===== config.mk =====
export PLATFORM = sky130hd
export DESIGN_NAME = ring_fifo_with_position_query_core
export DESIGN_NICKNAME = d
export VERILOG_FILES = /design/src/design/rfq_pkg.sv /design/src/design/rfq_ram.sv /design/src/design/rfq_seq.sv /design/src/design/ring_fifo_with_position_query_core.sv
export SDC_FILE = /design/constraint.sdc
export NUM_CORES = 1
export LEC_CHECK = 0
export BUFFER_PORTS_ARGS = -buffer_cell sky130_fd_sc_hd__buf_2
export CAP_MARGIN = 40
export CELL_PAD_IN_SITES_DETAIL_PLACEMENT = 0
export CELL_PAD_IN_SITES_GLOBAL_PLACEMENT = 1
export CORE_AREA = 2 2 162 164
export DETAILED_ROUTE_END_ITERATION = 8
export DIE_AREA = 0 0 164 166
export PLACE_DENSITY_LB_ADDON = 0.2
export SYNTH_ARGS = -nofsm -noshare
export SYNTH_HDL_FRONTEND = slang
export SYNTH_HIERARCHICAL = 1
export SYNTH_SLANG_ARGS = --single-unit

===== constraint.sdc =====
create_clock -name clk -period 12.8 [get_ports clk]
set_input_delay 2.56 -clock clk [delete_from_list [all_inputs] [get_ports clk]]
set_output_delay 2.56 -clock clk [all_outputs]
set_load 0.03 [all_outputs]

===== src/design/rfq_pkg.sv =====
// ============================================================================
// rfq_pkg: shared types, constants and the control program for the ring FIFO
// Holds the transaction payloads, the status and operation codes and the
// microcode table that the sequencer steps through.
// ============================================================================
`default_nettype none

package rfq_pkg;

    // Geometry
    localparam int DEPTH     = 16;
    localparam int IDX_W     = (DEPTH > 1) ? $clog2(DEPTH) : 1;
    localparam int CNT_W     = $clog2(DEPTH + 1);
    localparam int VALUE_W   = 16;
    localparam int OP_W      = 2;
    localparam int STATUS_W  = 2;
    localparam int AHEAD_W   = 5;
    localparam int OCC_W     = 5;
    localparam int STEP_W    = 4;

    typedef logic [IDX_W-1:0]  idx_t;
    typedef logic [CNT_W-1:0]  cnt_t;
    typedef logic [STEP_W-1:0] step_t;

    // Operation codes; the last one is unused and leaves the ring alone
    localparam logic [OP_W-1:0] OP_PUSH  = 2'd0;
    localparam logic [OP_W-1:0] OP_POP   = 2'd1;
    localparam logic [OP_W-1:0] OP_QUERY = 2'd2;
    localparam logic [OP_W-1:0] OP_NOP   = 2'd3;

    // Status codes
    localparam logic [STATUS_W-1:0] ST_OK       = 2'd0;
    localparam logic [STATUS_W-1:0] ST_FULL     = 2'd1;
    localparam logic [STATUS_W-1:0] ST_EMPTY    = 2'd2;
    localparam logic [STATUS_W-1:0] ST_NOTFOUND = 2'd3;

    // Transaction payloads
    typedef struct packed {
        logic [OP_W-1:0]    op;
        logic [VALUE_W-1:0] value;
    } cmd_t;

    typedef struct packed {
        logic [STATUS_W-1:0] status;
        logic [VALUE_W-1:0]  popped;
        logic [AHEAD_W-1:0]  ahead;
        logic [OCC_W-1:0]    occupancy;
    } res_t;

    // Datapath actions, one per control word
    typedef enum logic [3:0] {
        A_NONE,
        A_LATCH,
        A_PUSH,
        A_POP_RD,
        A_POP,
        A_Q_START,
        A_Q_CMP,
        A_EMIT
    } action_t;

    // Jump conditions
    typedef enum logic [2:0] {
        C_ALWAYS,
        C_IN_ACC,
        C_OP_PUSH,
        C_OP_POP,
        C_OP_QUERY,
        C_EMPTY,
        C_STOP,
        C_OUT_FREE
    } cond_t;

    // Condition flags from the datapath
    typedef struct packed {
        logic in_acc;
        logic op_push;
        logic op_pop;
        logic op_query;
        logic empty;
        logic stop;
        logic out_free;
    } flags_t;

    typedef struct packed {
        action_t act;
        cond_t   cond;
        step_t   jmp;
        step_t   nxt;
    } ctrl_word_t;

    // Program addresses
    localparam step_t S_WAIT     = 4'd0;
    localparam step_t S_DISP     = 4'd1;
    localparam step_t S_PUSH     = 4'd2;
    localparam step_t S_DISP2    = 4'd3;
    localparam step_t S_POP_RD   = 4'd4;
    localparam step_t S_POP      = 4'd5;
    localparam step_t S_DISP3    = 4'd6;
    localparam step_t S_Q_START  = 4'd7;
    localparam step_t S_Q_CMP    = 4'd8;
    localparam step_t S_EMIT     = 4'd9;

    // Control store: jump to jmp when the condition holds, else go to nxt
    function automatic ctrl_word_t rfq_program(step_t step);
        ctrl_word_t w;
        unique case (step)
            S_WAIT:    w = '{act: A_LATCH,   cond: C_IN_ACC,   jmp: S_DISP,    nxt: S_WAIT};
            S_DISP:    w = '{act: A_NONE,    cond: C_OP_PUSH,  jmp: S_PUSH,    nxt: S_DISP2};
            S_PUSH:    w = '{act: A_PUSH,    cond: C_ALWAYS,   jmp: S_EMIT,    nxt: S_EMIT};
            S_DISP2:   w = '{act: A_NONE,    cond: C_OP_POP,   jmp: S_POP_RD,  nxt: S_DISP3};
            S_POP_RD:  w = '{act: A_POP_RD,  cond: C_EMPTY,    jmp: S_EMIT,    nxt: S_POP};
            S_POP:     w = '{act: A_POP,     cond: C_ALWAYS,   jmp: S_EMIT,    nxt: S_EMIT};
            S_DISP3:   w = '{act: A_NONE,    cond: C_OP_QUERY, jmp: S_Q_START, nxt: S_EMIT};
            S_Q_START: w = '{act: A_Q_START, cond: C_EMPTY,    jmp: S_EMIT,    nxt: S_Q_CMP};
            S_Q_CMP:   w = '{act: A_Q_CMP,   cond: C_STOP,     jmp: S_EMIT,    nxt: S_Q_CMP};
            S_EMIT:    w = '{act: A_EMIT,    cond: C_OUT_FREE, jmp: S_WAIT,    nxt: S_EMIT};
            default:   w = '{act: A_NONE,    cond: C_ALWAYS,   jmp: S_WAIT,    nxt: S_WAIT};
        endcase
        return w;
    endfunction

    // Advance a ring index with wrap
    function automatic idx_t rfq_next(idx_t i);
        idx_t r;
        if (i == IDX_W'(DEPTH - 1))
        begin
            r = '0;
        end
        else
        begin
            r = i + 1'b1;
        end
        return r;
    endfunction

endpackage

`default_nettype wire


===== src/design/rfq_ram.sv =====
// ============================================================================
// rfq_ram: generic single-port-write, single-port-read RAM
// One write and one read per cycle, read data registered.
// ============================================================================
`default_nettype none

module rfq_ram #(
    parameter int WIDTH = 16,
    parameter int DEPTH = 16
) (
    input  wire logic                             clk,
    input  wire logic                             we,
    input  wire logic [$clog2(DEPTH)-1:0]         waddr,
    input  wire logic [WIDTH-1:0]                 wdata,
    input  wire logic [$clog2(DEPTH)-1:0]         raddr,
    output logic      [WIDTH-1:0]                 rdata
);

    logic [WIDTH-1:0] mem [DEPTH];

    // Write and registered read
    always_ff @(posedge clk)
    begin
        if (we)
        begin
            mem[waddr] <= wdata;
        end
        rdata <= mem[raddr];
    end

endmodule

`default_nettype wire


===== src/design/rfq_seq.sv =====
// ============================================================================
// rfq_seq: microcode sequencer for the ring FIFO
// Holds the step counter, fetches the control word and resolves jumps.
// ============================================================================
`default_nettype none

module rfq_seq (
    input  wire logic                clk,
    input  wire logic                rst_n,
    input  wire rfq_pkg::flags_t     flags,
    output rfq_pkg::ctrl_word_t      ctrl
);

    import rfq_pkg::*;

    step_t step_reg;
    step_t step_next;
    logic  taken;

    // Fetch the current control word
    assign ctrl = rfq_program(step_reg);

    // Evaluate the jump condition
    always_comb
    begin
        unique case (ctrl.cond)
            C_ALWAYS:   taken = 1'b1;
            C_IN_ACC:   taken = flags.in_acc;
            C_OP_PUSH:  taken = flags.op_push;
            C_OP_POP:   taken = flags.op_pop;
            C_OP_QUERY: taken = flags.op_query;
            C_EMPTY:    taken = flags.empty;
            C_STOP:     taken = flags.stop;
            C_OUT_FREE: taken = flags.out_free;
            default:    taken = 1'b1;
        endcase
        step_next = taken ? ctrl.jmp : ctrl.nxt;
    end

    // Advance the step counter
    always_ff @(posedge clk or negedge rst_n)
    begin
        if (!rst_n)
        begin
            step_reg <= S_WAIT;
        end
        else
        begin
            step_reg <= step_next;
        end
    end

endmodule

`default_nettype wire


===== src/design/ring_fifo_with_position_query_core.sv =====
// ============================================================================
// ring_fifo_with_position_query_core: ring FIFO with position query
// Circular FIFO of ticket values with push, pop and a search that reports
// how many entries stand ahead of the first match. Microcoded control.
// ============================================================================
//
//   Channel  Dir  Handshake              Payload
//   cmd      in   cmd_valid / cmd_stall  rfq_pkg::cmd_t (op, value)
//   res      out  res_valid / res_stall  rfq_pkg::res_t (status, popped,
//                                        ahead, occupancy)
//
// One command at a time, from acceptance to the next acceptance: push runs
// dispatch, write, emit; pop runs dispatch, head read, advance (skipped on an
// empty ring), emit; the unused op runs dispatch, emit; a query compares n
// entries (0 on an empty ring, else 1 to occupancy), one per cycle through
// the single RAM read port and comparator. A stalled result waits at emit.
// Reset clears head, tail, count, the step counter and res_valid; stored
// tickets are not cleared and no clearing pass runs.
// ============================================================================
`default_nettype none

module ring_fifo_with_position_query_core (
    input  wire logic            clk,
    input  wire logic            rst_n,
    input  wire logic            cmd_valid,
    output logic                 cmd_stall,
    input  wire rfq_pkg::cmd_t   cmd,
    output logic                 res_valid,
    input  wire logic            res_stall,
    output rfq_pkg::res_t        res
);

    import rfq_pkg::*;

    ctrl_word_t ctrl;
    flags_t     flags;

    // Control state
    idx_t head_reg, head_next;
    idx_t tail_reg, tail_next;
    cnt_t count_reg, count_next;
    logic res_valid_reg, res_valid_next;

    // Payload state
    logic [OP_W-1:0]     op_reg;
    logic [VALUE_W-1:0]  value_reg;
    logic [STATUS_W-1:0] status_reg, status_next;
    logic [VALUE_W-1:0]  popped_reg, popped_next;
    cnt_t                ahead_reg, ahead_next;
    idx_t                ptr_reg, ptr_next;
    cnt_t                k_reg, k_next;
    res_t                res_reg, res_next;

    // Memory ports
    logic                ram_we;
    idx_t                ram_raddr;
    logic [VALUE_W-1:0]  ram_rdata;

    logic accept;
    logic empty;
    logic full;
    logic out_free;
    logic match;
    logic last;

    rfq_seq u_seq (
        .clk   (clk),
        .rst_n (rst_n),
        .flags (flags),
        .ctrl  (ctrl)
    );

    rfq_ram #(
        .WIDTH (VALUE_W),
        .DEPTH (DEPTH)
    ) u_slots (
        .clk   (clk),
        .we    (ram_we),
        .waddr (tail_reg),
        .wdata (value_reg),
        .raddr (ram_raddr),
        .rdata (ram_rdata)
    );

    // Handshake and status flags
    assign cmd_stall = (ctrl.act != A_LATCH);
    assign accept    = cmd_valid && !cmd_stall;
    assign empty     = (count_reg == '0);
    assign full      = (count_reg == CNT_W'(DEPTH));
    assign out_free  = !res_valid_reg || !res_stall;
    assign match     = (ram_rdata == value_reg);
    assign last      = (CNT_W'(k_reg + 1'b1) == count_reg);

    assign flags = '{
        in_acc:   accept,
        op_push:  (op_reg == OP_PUSH),
        op_pop:   (op_reg == OP_POP),
        op_query: (op_reg == OP_QUERY),
        empty:    empty,
        stop:     match || last,
        out_free: out_free
    };

    // Read at the head to start a pop or a scan, else at the next scan slot
    assign ram_raddr = (ctrl.act == A_POP_RD || ctrl.act == A_Q_START)
                       ? head_reg : rfq_next(ptr_reg);
    assign ram_we    = (ctrl.act == A_PUSH) && !full;

    // Datapath actions
    always_comb
    begin
        head_next      = head_reg;
        tail_next      = tail_reg;
        count_next     = count_reg;
        status_next    = status_reg;
        popped_next    = popped_reg;
        ahead_next     = ahead_reg;
        ptr_next       = ptr_reg;
        k_next         = k_reg;
        res_next       = res_reg;
        res_valid_next = res_valid_reg && res_stall;

        unique case (ctrl.act)
            A_LATCH:
            begin
                status_next = ST_OK;
                popped_next = '0;
                ahead_next  = '0;
            end
            A_PUSH:
            begin
                if (full)
                begin
                    status_next = ST_FULL;
                end
                else
                begin
                    tail_next  = rfq_next(tail_reg);
                    count_next = count_reg + 1'b1;
                end
            end
            A_POP_RD:
            begin
                if (empty)
                begin
                    status_next = ST_EMPTY;
                end
            end
            A_POP:
            begin
                popped_next = ram_rdata;
                head_next   = rfq_next(head_reg);
                count_next  = count_reg - 1'b1;
            end
            A_Q_START:
            begin
                ptr_next = head_reg;
                k_next   = '0;
                if (empty)
                begin
                    status_next = ST_EMPTY;
                end
            end
            A_Q_CMP:
            begin
                if (match)
                begin
                    status_next = ST_OK;
                    ahead_next  = k_reg;
                end
                else if (last)
                begin
                    status_next = ST_NOTFOUND;
                end
                else
                begin
                    k_next   = k_reg + 1'b1;
                    ptr_next = rfq_next(ptr_reg);
                end
            end
            A_EMIT:
            begin
                if (out_free)
                begin
                    res_valid_next     = 1'b1;
                    res_next.status    = status_reg;
                    res_next.popped    = popped_reg;
                    res_next.ahead     = AHEAD_W'(ahead_reg);
                    res_next.occupancy = OCC_W'(count_reg);
                end
            end
            default:
            begin
            end
        endcase
    end

    // Hold control state
    always_ff @(posedge clk or negedge rst_n)
    begin
        if (!rst_n)
        begin
            head_reg      <= '0;
            tail_reg      <= '0;
            count_reg     <= '0;
            res_valid_reg <= 1'b0;
        end
        else
        begin
            head_reg      <= head_next;
            tail_reg      <= tail_next;
            count_reg     <= count_next;
            res_valid_reg <= res_valid_next;
        end
    end

    // Hold payload state; capture the command on acceptance
    always_ff @(posedge clk)
    begin
        if (accept)
        begin
            op_reg    <= cmd.op;
            value_reg <= cmd.value;
        end
        status_reg <= status_next;
        popped_reg <= popped_next;
        ahead_reg  <= ahead_next;
        ptr_reg    <= ptr_next;
        k_reg      <= k_next;
        res_reg    <= res_next;
    end

    assign res_valid = res_valid_reg;
    assign res       = res_reg;

    // Occupancy never exceeds the ring size
    assert property (@(posedge clk) disable iff (!rst_n)
        count_reg <= CNT_W'(DEPTH))
    else $error("fill count beyond depth");

    // A refused push is reported only with a full ring
    assert property (@(posedge clk) disable iff (!rst_n)
        res_valid && res.status == ST_FULL |-> res.occupancy == OCC_W'(DEPTH))
    else $error("full status with free slots");

    // An empty report always carries zero occupancy
    assert property (@(posedge clk) disable iff (!rst_n)
        res_valid && res.status == ST_EMPTY |-> res.occupancy == '0)
    else $error("empty status with live entries");

    // Leaving the emit step always presents a result
    assert property (@(posedge clk) disable iff (!rst_n)
        ctrl.act == A_EMIT && out_free |=> res_valid)
    else $error("result dropped at emit");

endmodule

`default_nettype wire


==> flow_summary.yaml <==
critical_path:
  worstReg2RegEnd: "u_slots/rdata[1]"
  path_max_fanout: 10
  critPathLaunchType: "flip-flop"
  cp.required_ps: 10240
  critPathSlowestCell: "o21ai_0"
  r2r-start: "u_seq/step_reg[0]"
  crit_path_max_incr_delay_ps: 770
  setup.worst_path.start: "u_seq/step_reg[0]"
  criticalPathCategory: "reg2out"
  regToRegSetupSlack_ps: 8130
  r2r_cells: 10
  cp-end-kind: "output port"
  arrival_ps: 2990
  critPathCapture: "cmd_stall"
  path_cells: "inv_1 > ha_1 > mux2i_1 > o21ai_0 > nand4b_1 > buf_2"
synth:
  ys_warn_count: 6
  synthesis.instances: 768
  syn_avg_cell_area_um2: 18.9
  synth_area_mm2: 0.0145
  syn_nets: 804
pwr:
  internal_power_mw: 2.52
  power_frac_clock: 0.315
  p_sw_mw: 1.03
  swShare: 0.290
  p_per_area_mw_per_mm2: 214
  p_seq_frac: 0.452
  peakVddDrop_mv: 0.124
  p_leak_nw: 5.76
  pwr-share-comb: 0.233
timing:
  worst_pin_slew_ps: 957
  rsz0062_at_grt: "no"
  period_minus_slack_ps: 5550
  clock_skew_ps: 14.8
  setup_viol: 0
  slew_headroom: 0.355
  final.period_utilization: 0.434
  fmaxAchievable_ghz: 0.180
  whs_ps: 413
  tns_ps: 0
  hold_violations: 0
  drv_slew: 0
global_route:
  grt_first_pass_wirelength_um: 45200
  grt_max_degree: 47
  grt_usage: 0.225
  antenna_found_initial: 0
  grt_overflow_total: 0
  grt_pass1_vias: 7536
detailed_routing:
  drtIter0Drc: 754
  drt-vias-per-instance: 6.07
  vias: 7420
  first_pass_iters: 5
  ant_nets: 0
  drc: 0
  drt_wl_total_um: 29500
  wl_per_cell_um: 24.1
finish:
  multi_input_area_mm2: 0.00350
  areaGrowthSynthToFinish_pct: 14.4
  design_area_mm2: 0.0166
  largest_reg_flops: 256
  num_antenna_cells: 0
  drive_above_1_share: 0.250
  regArea_mm2: 0.0108
  final_cell_mix: "edfxtp_1 (334), mux4_2 (54), buf_2 (53)"
  final_common_cell: "edfxtp_1"
  fillers: 1718
  nets: 893
die:
  core_area_mm2: 0.0256
  start_util: 0.566
  die-area_mm2: 0.0272
  die_w_um: 164
  die_y_um: 166
  pin_count: 52
  fp-row-count: 59
min_path:
  whs_path_depth: 0
  min_path_type: "reg2reg"
clock_tree:
  ctsHoldBuffers: 0
  clock_sinks: 368
  cts-root-buf: "clkbuf_16"
  path_clk_slew_ps: 60
  worst_skew_pair.late_latency_ps: 520
  post_cts_buffers: 0
  clock_path_buffers: 3
  cts_tree: "built"
  h-tree-depth: 2
  cts_resized: 0
  numCtsBuffers: 38
placement:
  hpwlAfterDp_um: 18300
  place.port_buffers: 51
  place_area_mm2: 0.0153
  gp_congestion: 0.780
run:
  cap_violations: 0
run_status:
  status: "finished, final reports clean"
[worst min-delay path by stage]
stage	slack, ps	to	from
after detailed placement	410	res[23]	popped_reg[13]
after CTS	410	res[14]	popped_reg[4]
after global routing	430	res[22]	popped_reg[12]
final	410	res[14]	popped_reg[4]
after floorplan	400	res[10]	popped_reg[0]
after global placement	400	res[12]	popped_reg[2]
[area by class of cell]
| cell class | count | share of cell area |
|---|---|---|
| flip-flops and latches | 368 | 0.652 |
| multi-input cells | 355 | 0.211 |
| repair buffers | 82 | 0.0319 |
| clock buffers | 50 | 0.0626 |
| clock inverters | 20 | 0.0150 |
| inverters | 12 | 0.00272 |
| well taps | 335 | 0.0253 |
[through the flow]
step	util	worst slack (ps)	std cells	total power, mW
final	0.647	7250	1222	3.55
after CTS	0.647	7320	1221	3.57
after floorplan	-	8250	768	2.20
after global routing	0.647	7070	1222	3.71
after detailed placement	0.597	7890	1151	2.45
after global placement	0.593	8080	1143	2.38
[metal layers]
| metal | part of all wire | vias to the layer above | global-route usage |
|---|---|---|---|
| met5 | 0 | - | 0 |
| met2 | 0.47 | 338 | 0.346 |
| met3 | 0.081 | 54 | 0.0435 |
| met1 | 0.42 | 3800 | 0.337 |
| li1 | - | 3228 | - |
| met4 | 0.022 | 0 | 0.0606 |
[power by group through the flow]
stage | clock network [mW] | registers (mW) | logic (mW)
detailed placement | 0 | 1.63 | 0.825
floorplan | 0 | 1.57 | 0.629
global route | 1.19 | 1.62 | 0.900
CTS | 1.14 | 1.60 | 0.829
finish | 1.12 | 1.60 | 0.826
global placement | 0 | 1.61 | 0.771
[critical path: cells and delay by family (launching register included)]
kind	cells	cell delay (ps)
fa+ha+maj	1	280
mux	1	110
simple gates	1	400
flops	1	460
buf+inv	2	460
compound gates	1	770
Power figures use the tool's default switching activity.
